<file path="src/rtl/core/sda_pkg.sv">
// Shared types and constants of the SPH density accumulator.
`default_nettype none
package sda_pkg;

  // Fixed-point constants in Q.16.
  localparam int unsigned OneQ16 = 65536;
  localparam int unsigned TwoQ16 = 131072;

  // Depth of the queue between the kernel pipeline and the accumulator.
  localparam int unsigned QueueDepth = 8;
  localparam int unsigned QueuePtrW  = $clog2(QueueDepth);
  localparam int unsigned QueueCntW  = $clog2(QueueDepth + 1);

  // Field widths.
  localparam int unsigned DistW  = 24;
  localparam int unsigned InvHW  = 24;
  localparam int unsigned NormW  = 32;
  localparam int unsigned SumW   = 48;
  localparam int unsigned PolyW  = 17;
  localparam int unsigned TermW  = 33;
  localparam int unsigned CfgIdxW  = 2;
  localparam int unsigned CfgDataW = 32;

  // Configuration register indexes.
  typedef enum logic [CfgIdxW-1:0] {
    REG_INV_H  = 2'd0,
    REG_NORM   = 2'd1,
    REG_SELF   = 2'd2
  } sda_reg_e;

  // One neighbor distance transfer.
  typedef struct packed {
    logic [DistW-1:0] distance;
    logic             last_neighbor;
  } sda_in_t;

  // One density result.
  typedef struct packed {
    logic [SumW-1:0] density;
    logic            saturated;
  } sda_out_t;

  // Kernel term handed from the front pipeline to the accumulator.
  typedef struct packed {
    logic [TermW-1:0] term;
    logic             last;
  } sda_entry_t;

  // Current register contents.
  typedef struct packed {
    logic [InvHW-1:0] inv_h;
    logic [NormW-1:0] norm;
    logic             include_self;
  } sda_cfg_t;

endpackage
`default_nettype wire

</file>
<file path="src/rtl/core/sda_kernel_front.sv">
// Kernel pipeline: scales a distance, classifies it and evaluates the spline term.
`default_nettype none
module sda_kernel_front
  import sda_pkg::*;
(
  input  wire logic       clk_i,
  input  wire logic       rst_ni,
  input  wire sda_cfg_t   cfg_i,
  input  wire logic       accept_i,
  input  wire sda_in_t    item_i,
  input  wire logic       release_i,
  output logic            full_o,
  output logic            entry_valid_o,
  output sda_entry_t      entry_o
);

  // Stage valid bits.
  logic s1_valid_q, s2_valid_q, s3_valid_q, s4_valid_q, s5_valid_q, s6_valid_q;

  // Stage payloads.
  logic [31:0]      s1_v_q;
  logic             s1_last_q;
  logic [PolyW-1:0] s2_a_q, s3_a_q;
  logic [PolyW-1:0] s3_sq_q, s4_sq_q, s4_cube_q;
  logic [PolyW-1:0] s5_poly_q;
  logic             s2_inner_q, s3_inner_q, s4_inner_q;
  logic             s2_far_q, s3_far_q, s4_far_q;
  logic             s2_last_q, s3_last_q, s4_last_q, s5_last_q;
  logic [TermW-1:0] s6_term_q;
  logic             s6_last_q;

  // Items accepted whose term has not yet left the queue.
  logic [QueueCntW-1:0] outstanding_q, outstanding_d;

  // Combinational stage results.
  logic [47:0]      scaled;
  logic             far, inner;
  logic [17:0]      w_full;
  logic [PolyW-1:0] a_sel;
  logic [33:0]      sq_full, cube_full;
  logic [18:0]      tri_cube, tri_sq;
  logic [19:0]      pos, neg;
  logic [PolyW-1:0] poly;
  logic [48:0]      term_full;

  // Credit count bounds the items in flight by the queue depth.
  always_comb begin
    outstanding_d = outstanding_q;
    if (accept_i && !release_i) begin
      outstanding_d = outstanding_q + QueueCntW'(1);
    end else if (!accept_i && release_i) begin
      outstanding_d = outstanding_q - QueueCntW'(1);
    end
  end

  assign full_o = (outstanding_q == QueueCntW'(QueueDepth));

  // Stage 1: v = d / h as d times 1/h.
  assign scaled = 48'(item_i.distance) * 48'(cfg_i.inv_h);

  // Stage 2: region and the base value that gets cubed.
  assign far    = |s1_v_q[31:17];
  assign inner  = ~|s1_v_q[31:16];
  assign w_full = 18'(TwoQ16) - s1_v_q[17:0];
  assign a_sel  = inner ? {1'b0, s1_v_q[15:0]} : w_full[PolyW-1:0];

  // Stages 3 and 4: square, then cube.
  assign sq_full   = 34'(s2_a_q) * 34'(s2_a_q);
  assign cube_full = 34'(s3_sq_q) * 34'(s3_a_q);

  // Stage 5: spline polynomial for the inner and outer regions.
  always_comb begin
    tri_cube = {1'b0, s4_cube_q, 1'b0} + 19'(s4_cube_q);
    tri_sq   = {1'b0, s4_sq_q, 1'b0} + 19'(s4_sq_q);
    pos      = 20'(OneQ16) + 20'(tri_cube[18:2]);
    neg      = 20'(tri_sq[18:1]);
    if (s4_far_q) begin
      poly = '0;
    end else if (s4_inner_q) begin
      poly = (pos > neg) ? PolyW'(pos - neg) : '0;
    end else begin
      poly = {2'b00, s4_cube_q[PolyW-1:2]};
    end
  end

  // Stage 6: scale by the normalization.
  assign term_full = 49'(cfg_i.norm) * 49'(s5_poly_q);

  // Valid bits and the credit counter.
  always_ff @(posedge clk_i or negedge rst_ni) begin
    if (!rst_ni) begin
      s1_valid_q    <= 1'b0;
      s2_valid_q    <= 1'b0;
      s3_valid_q    <= 1'b0;
      s4_valid_q    <= 1'b0;
      s5_valid_q    <= 1'b0;
      s6_valid_q    <= 1'b0;
      outstanding_q <= '0;
    end else begin
      s1_valid_q    <= accept_i;
      s2_valid_q    <= s1_valid_q;
      s3_valid_q    <= s2_valid_q;
      s4_valid_q    <= s3_valid_q;
      s5_valid_q    <= s4_valid_q;
      s6_valid_q    <= s5_valid_q;
      outstanding_q <= outstanding_d;
    end
  end

  // Payload registers; the pipeline never stalls.
  always_ff @(posedge clk_i) begin
    s1_v_q     <= scaled[47:16];
    s1_last_q  <= item_i.last_neighbor;
    s2_a_q     <= a_sel;
    s2_inner_q <= inner;
    s2_far_q   <= far;
    s2_last_q  <= s1_last_q;
    s3_sq_q    <= sq_full[32:16];
    s3_a_q     <= s2_a_q;
    s3_inner_q <= s2_inner_q;
    s3_far_q   <= s2_far_q;
    s3_last_q  <= s2_last_q;
    s4_cube_q  <= cube_full[32:16];
    s4_sq_q    <= s3_sq_q;
    s4_inner_q <= s3_inner_q;
    s4_far_q   <= s3_far_q;
    s4_last_q  <= s3_last_q;
    s5_poly_q  <= poly;
    s5_last_q  <= s4_last_q;
    s6_term_q  <= term_full[48:16];
    s6_last_q  <= s5_last_q;
  end

  assign entry_valid_o = s6_valid_q;
  assign entry_o.term  = s6_term_q;
  assign entry_o.last  = s6_last_q;

`ifndef SYNTHESIS
  // The credit count never exceeds the queue depth.
  assert property (@(posedge clk_i) disable iff (!rst_ni)
    outstanding_q <= QueueCntW'(QueueDepth))
    else $error("front: credit count above queue depth");

  // No transfer is taken while the credits are used up.
  assert property (@(posedge clk_i) disable iff (!rst_ni)
    full_o |-> !accept_i)
    else $error("front: item accepted without a credit");
`endif

endmodule
`default_nettype wire

</file>
<file path="src/rtl/core/sda_term_queue.sv">
// Short queue of kernel terms between the front pipeline and the accumulator.
`default_nettype none
module sda_term_queue
  import sda_pkg::*;
(
  input  wire logic       clk_i,
  input  wire logic       rst_ni,
  input  wire logic       wr_valid_i,
  input  wire sda_entry_t wr_entry_i,
  input  wire logic       rd_ready_i,
  output logic            rd_valid_o,
  output sda_entry_t      rd_entry_o
);

  sda_entry_t             store_q [QueueDepth];
  logic [QueuePtrW-1:0]   wr_ptr_q, rd_ptr_q;
  logic [QueueCntW-1:0]   count_q;
  logic                   do_rd;

  assign rd_valid_o = (count_q != '0);
  assign rd_entry_o = store_q[rd_ptr_q];
  assign do_rd      = rd_ready_i && rd_valid_o;

  // Pointers and fill count.
  always_ff @(posedge clk_i or negedge rst_ni) begin
    if (!rst_ni) begin
      wr_ptr_q <= '0;
      rd_ptr_q <= '0;
      count_q  <= '0;
    end else begin
      if (wr_valid_i) begin
        wr_ptr_q <= wr_ptr_q + QueuePtrW'(1);
      end
      if (do_rd) begin
        rd_ptr_q <= rd_ptr_q + QueuePtrW'(1);
      end
      if (wr_valid_i && !do_rd) begin
        count_q <= count_q + QueueCntW'(1);
      end else if (!wr_valid_i && do_rd) begin
        count_q <= count_q - QueueCntW'(1);
      end
    end
  end

  // Entry storage.
  always_ff @(posedge clk_i) begin
    if (wr_valid_i) begin
      store_q[wr_ptr_q] <= wr_entry_i;
    end
  end

`ifndef SYNTHESIS
  // Credits upstream keep the queue from overflowing.
  assert property (@(posedge clk_i) disable iff (!rst_ni)
    wr_valid_i |-> (count_q != QueueCntW'(QueueDepth)) || do_rd)
    else $error("queue: write into a full queue");

  // Fill count agrees with the pointer distance.
  assert property (@(posedge clk_i) disable iff (!rst_ni)
    count_q[QueuePtrW-1:0] == QueuePtrW'(wr_ptr_q - rd_ptr_q))
    else $error("queue: fill count and pointers disagree");
`endif

endmodule
`default_nettype wire

</file>
<file path="src/rtl/core/sda_accum_back.sv">
// Saturating density accumulator and result register.
`default_nettype none
module sda_accum_back
  import sda_pkg::*;
(
  input  wire logic       clk_i,
  input  wire logic       rst_ni,
  input  wire sda_cfg_t   cfg_i,
  input  wire logic       head_valid_i,
  input  wire sda_entry_t head_i,
  output logic            head_ready_o,
  input  wire logic       pop_i,
  output logic            empty_o,
  output sda_out_t        out_o
);

  logic [SumW-1:0] sum_q;
  logic            clamped_q;
  logic            start_q;
  logic            res_valid_q;
  sda_out_t        res_q;

  logic            res_take;
  logic            consume;
  logic [SumW-1:0] base;
  logic [SumW:0]   sum_wide;
  logic [SumW-1:0] sum_new;
  logic            clamp_new;

  assign res_take     = pop_i && res_valid_q;
  // A closing term needs the result slot free or freed in this cycle.
  assign head_ready_o = !head_i.last || !res_valid_q || res_take;
  assign consume      = head_valid_i && head_ready_o;

  // First term of a list starts from the self term or from zero.
  always_comb begin
    if (start_q) begin
      base = cfg_i.include_self ? SumW'(cfg_i.norm) : '0;
    end else begin
      base = sum_q;
    end
    sum_wide  = {1'b0, base} + (SumW + 1)'(head_i.term);
    sum_new   = sum_wide[SumW] ? {SumW{1'b1}} : sum_wide[SumW-1:0];
    clamp_new = (clamped_q && !start_q) || sum_wide[SumW];
  end

  // List state and result flag.
  always_ff @(posedge clk_i or negedge rst_ni) begin
    if (!rst_ni) begin
      clamped_q   <= 1'b0;
      start_q     <= 1'b1;
      res_valid_q <= 1'b0;
    end else begin
      if (consume) begin
        clamped_q <= clamp_new;
        start_q   <= head_i.last;
      end
      if (consume && head_i.last) begin
        res_valid_q <= 1'b1;
      end else if (res_take) begin
        res_valid_q <= 1'b0;
      end
    end
  end

  // Running sum and result payload.
  always_ff @(posedge clk_i) begin
    if (consume) begin
      sum_q <= sum_new;
    end
    if (consume && head_i.last) begin
      res_q.density   <= sum_new;
      res_q.saturated <= clamp_new;
    end
  end

  assign empty_o = !res_valid_q;
  assign out_o   = res_q;

`ifndef SYNTHESIS
  // A waiting result is neither lost nor altered until it is taken.
  assert property (@(posedge clk_i) disable iff (!rst_ni)
    (res_valid_q && !pop_i) |=> (res_valid_q && $stable(res_q)))
    else $error("back: waiting result changed before transfer");

  // A closing term is never absorbed while the result slot stays occupied.
  assert property (@(posedge clk_i) disable iff (!rst_ni)
    (consume && head_i.last) |-> (!res_valid_q || pop_i))
    else $error("back: result overwritten");
`endif

endmodule
`default_nettype wire

</file>
<file path="src/rtl/core/sph_density_accumulator_unit.sv">
// Top level: configuration registers, kernel pipeline, term queue, accumulator.
// A closing distance passes stages s1 to s6 and the term queue; empty falls when it is absorbed.
// Throughput: one distance per cycle while full is low; eight credits, one per term queue
// entry, cover the loop from accept to the accumulator, and full rises when they are spent.
// Reset (rst_ni low, asynchronous): registers return to 1/h = 1.0, norm = 20861,
// include_self = 0, and the pipeline, queue and accumulator are emptied.
`default_nettype none
module sph_density_accumulator_unit
  import sda_pkg::*;
(
  input  wire logic                clk_i,
  input  wire logic                rst_ni,
  input  wire logic                push,
  output logic                     full,
  input  wire sda_in_t             in_i,
  output logic                     empty,
  input  wire logic                pop,
  output sda_out_t                 out_o,
  input  wire logic                cfg_valid_i,
  output logic                     cfg_ready_o,
  input  wire logic [CfgIdxW-1:0]  cfg_index_i,
  input  wire logic [CfgDataW-1:0] cfg_data_i
);

  sda_cfg_t   cfg_q;
  logic       accept;
  logic       entry_valid;
  sda_entry_t entry;
  logic       head_valid;
  logic       head_ready;
  sda_entry_t head;
  logic       release_credit;

  assign cfg_ready_o    = 1'b1;
  assign accept         = push && !full;
  assign release_credit = head_valid && head_ready;

  // Configuration register writes; unknown indexes are dropped.
  always_ff @(posedge clk_i or negedge rst_ni) begin
    if (!rst_ni) begin
      cfg_q.inv_h        <= InvHW'(OneQ16);
      cfg_q.norm         <= NormW'(20861);
      cfg_q.include_self <= 1'b0;
    end else if (cfg_valid_i && cfg_ready_o) begin
      unique case (sda_reg_e'(cfg_index_i))
        REG_INV_H: cfg_q.inv_h        <= cfg_data_i[InvHW-1:0];
        REG_NORM:  cfg_q.norm         <= cfg_data_i;
        REG_SELF:  cfg_q.include_self <= cfg_data_i[0];
        default: ;
      endcase
    end
  end

  sda_kernel_front u_front (
    .clk_i         (clk_i),
    .rst_ni        (rst_ni),
    .cfg_i         (cfg_q),
    .accept_i      (accept),
    .item_i        (in_i),
    .release_i     (release_credit),
    .full_o        (full),
    .entry_valid_o (entry_valid),
    .entry_o       (entry)
  );

  sda_term_queue u_queue (
    .clk_i      (clk_i),
    .rst_ni     (rst_ni),
    .wr_valid_i (entry_valid),
    .wr_entry_i (entry),
    .rd_ready_i (head_ready),
    .rd_valid_o (head_valid),
    .rd_entry_o (head)
  );

  sda_accum_back u_back (
    .clk_i        (clk_i),
    .rst_ni       (rst_ni),
    .cfg_i        (cfg_q),
    .head_valid_i (head_valid),
    .head_i       (head),
    .head_ready_o (head_ready),
    .pop_i        (pop),
    .empty_o      (empty),
    .out_o        (out_o)
  );

endmodule
`default_nettype wire
</file>
<file path="config.mk">
export PLATFORM = sky130hd
export DESIGN_NAME = sph_density_accumulator_unit
export DESIGN_NICKNAME = d
export VERILOG_FILES = /design/src/rtl/core/sda_pkg.sv /design/src/rtl/core/sda_kernel_front.sv /design/src/rtl/core/sda_term_queue.sv /design/src/rtl/core/sda_accum_back.sv /design/src/rtl/core/sph_density_accumulator_unit.sv
export SDC_FILE = /design/constraint.sdc
export NUM_CORES = 2
export LEC_CHECK = 0
export BUFFER_PORTS_ARGS = -buffer_cell sky130_fd_sc_hd__clkbuf_2
export CORE_ASPECT_RATIO = 0.8
export CORE_MARGIN = 4
export CORE_UTILIZATION = 50
export CTS_BUF_LIST = sky130_fd_sc_hd__clkbuf_16
export DETAILED_ROUTE_END_ITERATION = 7
export GPL_TIMING_DRIVEN = 0
export PLACE_DENSITY_LB_ADDON = 0.1
export REMOVE_ABC_BUFFERS = 1
export SLEW_MARGIN = 20
export SYNTH_ARGS = -nofsm -noshare
export SYNTH_HDL_FRONTEND = slang
export SYNTH_SLANG_ARGS = --single-unit
</file>
<file path="constraint.sdc">
create_clock -name clk_i -period 9.9 [get_ports clk_i]
set_input_delay 0.99 -clock clk_i [delete_from_list [all_inputs] [get_ports clk_i]]
set_output_delay 0.99 -clock clk_i [all_outputs]
set_load 0.05 [all_outputs]
</file>
## Yosys cells after proc, flatten, opt, wreduce, memory -nomap -nowiden

Memories as Yosys holds them, arrays and structs flattened.
Cells that the tools add are included.

- Output and inout bits: 52
- Logic and storage cells: 109
- Register bits after elaboration: 356
- Bits of input ports: 64
- Memories kept: 1
- Bits in writable memories: 272

Memory list:

| name | words | width | rd ports | clocked after Yosys merged registers in | write ports | line | RTL |
|---|---|---|---|---|---|---|---|
| u_queue.store_q | 8 | 34 | 1 | 0 | 1 | sda_term_queue.sv:15 | `sda_entry_t store_q [QueueDepth];` |

- $add $sub $neg: 12
- Bitwise operators: 2
- Magnitude comparators: 1
- Equality and inequality tests: 3
- $mul: 4
- Reduce and logical (&&, ||, !) cells: 31
- Multiplexer cells: 14

Operator list:

| kind | number |
|---|---|
| 48-bit 2-to-1 mux | 2 |
| 17-bit by 17-bit multiplier with 33-bit output | 2 |
| 48-bit by 33-bit adder with 49-bit output | 1 |
| 32-bit by 17-bit multiplier with 49-bit output | 1 |
| 24-bit by 24-bit multiplier with 48-bit output | 1 |
| 18-bit by 17-bit adder with 19-bit output | 2 |
| 32-bit 2-to-1 mux | 1 |
| 15-bit 2-to-1 mux | 2 |
| 17-bit by 17-bit adder with 18-bit output (first input constant) | 1 |
| 18-bit > comparator | 1 |
| 1-bit by 17-bit subtractor with 17-bit output (first input constant) | 1 |
| 17-bit subtractor | 1 |
| 16-bit 2-to-1 mux | 1 |
| 4-bit 2-to-1 mux | 4 |
| 16-bit OR reduction | 1 |
| 15-bit OR reduction | 1 |
| 1-bit logical AND | 9 |
| 4-bit by 1-bit adder with 4-bit output (second input constant) | 2 |
| 1-bit logical NOT | 8 |
| 4-bit by 1-bit subtractor with 4-bit output (second input constant) | 2 |
| 3-bit by 1-bit adder with 3-bit output (second input constant) | 2 |
| 2-bit AND reduction | 3 |
| 2-bit nonzero test | 3 |
| 4-bit equality test (second input constant) | 1 |
| 8 further kinds | 14 |

## Depth between registers and ports, before layout

An unclocked memory read counts as a cell.

- Word-level depth: 8
- Gate-level depth with buffers: 29
- Mapped depth without buffers: 28

## By module

A second synthesis with hierarchy kept.

- Cells, all modules: 7449
- Area, all modules: 76410.8 µm²

By module, submodules not included:

| module | times used | cells each | area each (µm²) | seq. area each (µm²) |
|---|---|---|---|---|
| sda_kernel_front | 1 | 6343 | 57468.9 | 3833.7 |
| sda_term_queue | 1 | 453 | 10845.4 | 8418.1 |
| sda_accum_back | 1 | 527 | 5890.6 | 2989.1 |
| sph_density_accumulator_unit | 1 | 126 | 2205.9 | 1438.9 |

## Worst setup path after synthesis

Ideal clock, no wire load.

- Kind: input to register
- Start: input in_i[14] (netlist bit)
- End: register u_front.s1_v_q[31]
- Slack: 2.231 ns
- Data required time: 9.776 ns
- Arrival: 7.546 ns
- Setup time: 0.124 ns
- Path buffers: 1
- Cell stages on the path: 29
- Cells stage by stage: clkbuf_1 > nand2_1 > fa_1 > inv_1 > fa_1 > inv_1 > fa_1 > inv_1 > fa_1 > inv_1 > fa_1 > inv_1 > fa_1 > inv_1 > fa_1 > inv_1 > ha_1 > a21o_1 > a21o_1 > a21oi_1 > o221ai_1 > nor4_1 > a21oi_1 > a21o_1 > nand3_1 > a31oi_2 > o41ai_2 > mux2i_1 > nand3_1

- Word-level cells in the longest chain between the ends: 1

RTL lines:

| element | line | RTL |
|---|---|---|
| start, declared | sph_density_accumulator_unit.sv:15 | `input wire sda_in_t in_i,` |
| 24-bit by 24-bit multiplier with 48-bit output | sda_kernel_front.sv:59 | `assign scaled = 48'(item_i.distance) * 48'(cfg_i.inv_h);` |
| net u_front.scaled[47] | sda_kernel_front.sv:36 | `logic [47:0] scaled;` |
| end signal, assigned | sda_kernel_front.sv:112 | `s1_v_q <= scaled[47:16];` |
| end, declared | sda_kernel_front.sv:21 | `logic [31:0] s1_v_q;` |

The timed path passes the listed nets, and every way through them passes these cells.
A chain may end at the register's enable or synchronous reset.

## Worst setup path in the final report

- Start: register cfg_q[16] (netlist bit)
- End: register u_front.s6_term_q[32]

- Word-level cells in the longest chain between the ends: 1

RTL lines:

| element | line | RTL |
|---|---|---|
| start, declared | sph_density_accumulator_unit.sv:25 | `sda_cfg_t cfg_q;` |
| 32-bit by 17-bit multiplier with 49-bit output | sda_kernel_front.sv:87 | `assign term_full = 49'(cfg_i.norm) * 49'(s5_poly_q);` |
| net u_front.term_full[48] | sda_kernel_front.sv:44 | `logic [48:0] term_full;` |
| end signal, assigned | sda_kernel_front.sv:130 | `s6_term_q <= term_full[48:16];` |
| end, declared | sda_kernel_front.sv:29 | `logic [TermW-1:0] s6_term_q;` |

The timed path passes the listed nets, and every way through them passes these cells.

==> impl_results.md <==
- Synth Register Bits: 628
- Routed WL: 184000 microns
- GRT overflow: 0
- Unrepaired setup endpoints after global routing: false
- Initial antenna violation count: 3
- Worst hold slack: 151 ps
- Slew Limit Fails: 0
- Final setup vio count: 0
- Post-CTS Setup Inserts: 0
- Vias per cell: 5.25
- # hold bufs at CTS: 0
- Filler instances: 13400
- Max cap viols: 0
- Drt wl/cell: 19.5 microns
- Leading cell type in the layout, fill and taps excluded: inv_1
- Worst-path clk slew: 60 ps
- WP buf/inv: 3
- CTS Buf Count: 70
- Required time of the critical path: 10370 ps
- Achievable Freq: 118 MHz
- Netlist cell types: 81
- Post-synth top area share: 35.6%
- Most frequent cells in the layout: inv_1 (1686), fa_1 (1346), nand2_1 (1015)
- Min Tclk post-route: 8500 ps
- Peak fanout along the critical path: 19
- Initial core utilization: 50.5%
- Worst min-delay path class: input port to async pin
- DRT iter0 DRCs: 3106
- # IOs: 116
- Yosys warnings: 0
- NumNets Final: 9342
- Seq/Total Area, Yosys: 22.0%
- H-tree levels: 3
- Placed cells: 9266
- Drt drc: 0
- Share of cells above drive strength 1: 6.81%
- CP max-delay cell: dfrtp_1
- Initial DRT Pass Iterations: 6
- First-pass GRT wire length: 301000 microns
- Synth Cell Area: 75800 sq um
- Global Route Usage Sum: 24.3%
- DIE WIDTH: 443 microns
- CP Class: register to register
- Final non-filler cell total: 9398
- Startpoint Class: register
- Largest area contributor in the netlist: fa_1
- GPL Wtd Cong: 0.851
- Vias in the first global route: 53400
- Final Util: 53.9%
- Via count: 49300
- Slew HR: 22.2%
- Crit-path most repeated cell: fa_1
- EDFF count, synth: 369
- Top delay family on crit path: adder cells
- Status: finished, final reports clean
- Clk_skew: 86.7 ps
- Ys async rst share: 12.7%
- Largest cells by area after synthesis: fa_1 (36%), edfxtp_1 (15%), ha_1 (9.8%), inv_1 (8.3%), and2_1 (5.2%)
- Cells along the critical path: nand2_1, fa_1, inv_1, fa_1, inv_1, fa_1, fa_1, fa_1, fa_1, inv_1, ha_1, a21o_1, a211oi_1, o21a_1, o21ai_0, o311ai_1, a211oi_2, nor2_1, o21a_1, o31ai_2, o41ai_4, nor2_1, a211oi_1
- DIE HEIGHT: 356 microns
- Post-cts resize count: 0
- Cell Rows: 127
- CTS tree: built
- Largest stage delay on the critical path: 1000 ps
- Area grow syn2layout: 6.80%
- Syn avg cell area: 10.2 sq um
- Worst EP arrival: 8970 ps
- Clock buffer depth: 3
- CTS sink cnt: 628
- Prevailing post-synth register cell: edfxtp_1
- DIE AREA: 158000 sq um
- Tcrit/Tclk final: 85.9%
- Clock latency at the later pin of the worst-skew pair: 680 ps
- Mapped Cells: 7425
- ANT nets after route: 0
- Total core area: 150000 sq um
- Crit end category: register
- Detailed Place HPWL: 140000 microns
- Slew of the pin with the lowest slew margin: 1170 ps
- IO Port Bufs: 114
- CTS root buf: clkbuf_16
- Largest net degree at the start of global routing: 71
- Final hold violations: 0
[layer usage]
metal	up-vias	part of all wire, %	GRT usage (%)
met4	0	1.7	4.63
met3	191	6.7	4.66
li1	22400	-	-
met1	25400	48	36.8
met2	1344	44	37.0
met5	-	0	0
[cells in the mapped netlist (all sizes together) (14+ instances only)]
master  instances
a31oi          21
nor2b          32
nor2          141
o21bai         26
and2          630
mux2           94
inv          1675
a211oi         14
dfrtp          69
nand2        1015
nor3           36
nand4          15
a21oi         129
clkbuf        292
a21o           72
mux4           68
buf            23
nand2b         23
xor2           58
edfxtp        369
o21a           22
o21ai         109
dfxtp         179
xnor2         143
nand3          64
ha            593
fa           1346
[logic make-up (layout without fill, tap and decap cells)]
group           Yosys count  after routing  share of synthesized area (%)
xor+xnor                201            201                           2.32
flops                   628            628                           22.0
fa+ha+maj              1939           1939                           45.4
compound gates          474            474                           4.12
simple gates           2025           2025                           12.8
other cells               1              4                        0.00495
buf+inv                1990           1961                           9.87
mux                     167            167                           3.48
[flip-flops by register name, summed over array words and instances (netlist names), 3 cells and up]
name,cells
u_front.s3_sq_q,17
u_queue.count_q,4
u_back.out_o,49
u_front.s4_cube_q,17
u_front.s4_sq_q,17
u_front.s6_term_q,33
u_front.s5_poly_q,17
cfg_q,57
u_queue.rd_ptr_q,3
u_queue.store_q,272
u_front.outstanding_q,4
u_front.s2_a_q,17
u_queue.wr_ptr_q,3
u_back.sum_q,48
u_front.s1_v_q,32
u_front.s3_a_q,17
[per-stage QoR]
step | instance area (sq um) | setup WS, ps | setup TNS [ps]
6_report | 80900 | 1400 | 0
5_1_grt | 80900 | 793 | 0
4_1_cts | 80900 | 1370 | 0
3_5_place_dp | 78500 | 1020 | 0
3_3_place_gp | 77700 | -222 | -443
2_1_floorplan | 74600 | 2470 | 0
[area by class of cell]
cell class                 count  area (sq um)  share of cell area (%)
antenna                        3          7.51                 0.00928
timing repair buffer         157          1320                    1.63
clock buffer                  70          1750                    2.16
multi-input combinational   4807         51700                    63.9
sequential                   628         16700                    20.7
clock inverter                59           634                   0.784
inverter                    1675          6290                    7.77
tap                         1999          2500                    3.09
[worst paths after layout]
| check | from | endpoint | slack, ps | cells after the start |
|---|---|---|---|---|
| max | cfg_q[16] | u_front.s6_term_q[32] | 1400 | 23 |
| min | rst_ni | u_back.clamped_q | 150 | 1 |
| max reg2reg | cfg_q[16] | u_front.s6_term_q[32] | 1400 | 23 |
| min reg2reg | u_front.s3_inner_q | u_front.s4_inner_q | 320 | 0 |
| max in group asynchronous | rst_ni | cfg_q[0] | 8990 | 2 |
| min in group clk_i | u_front.s3_inner_q | u_front.s4_inner_q | 320 | 0 |
[worst reg2reg max path, delay by kind of cell, from the launching register on]
family,cells,cell delay (ps)
buffers and inverters,3,160
adders and majority gates,7,3350
AOI/OAI and AO/OA,10,3290
and+or+nand+nor,3,490
DFF,1,1000
Power is not shown: default switching activity piles up to over one toggle a cycle in this logic, so the estimate is an artifact.
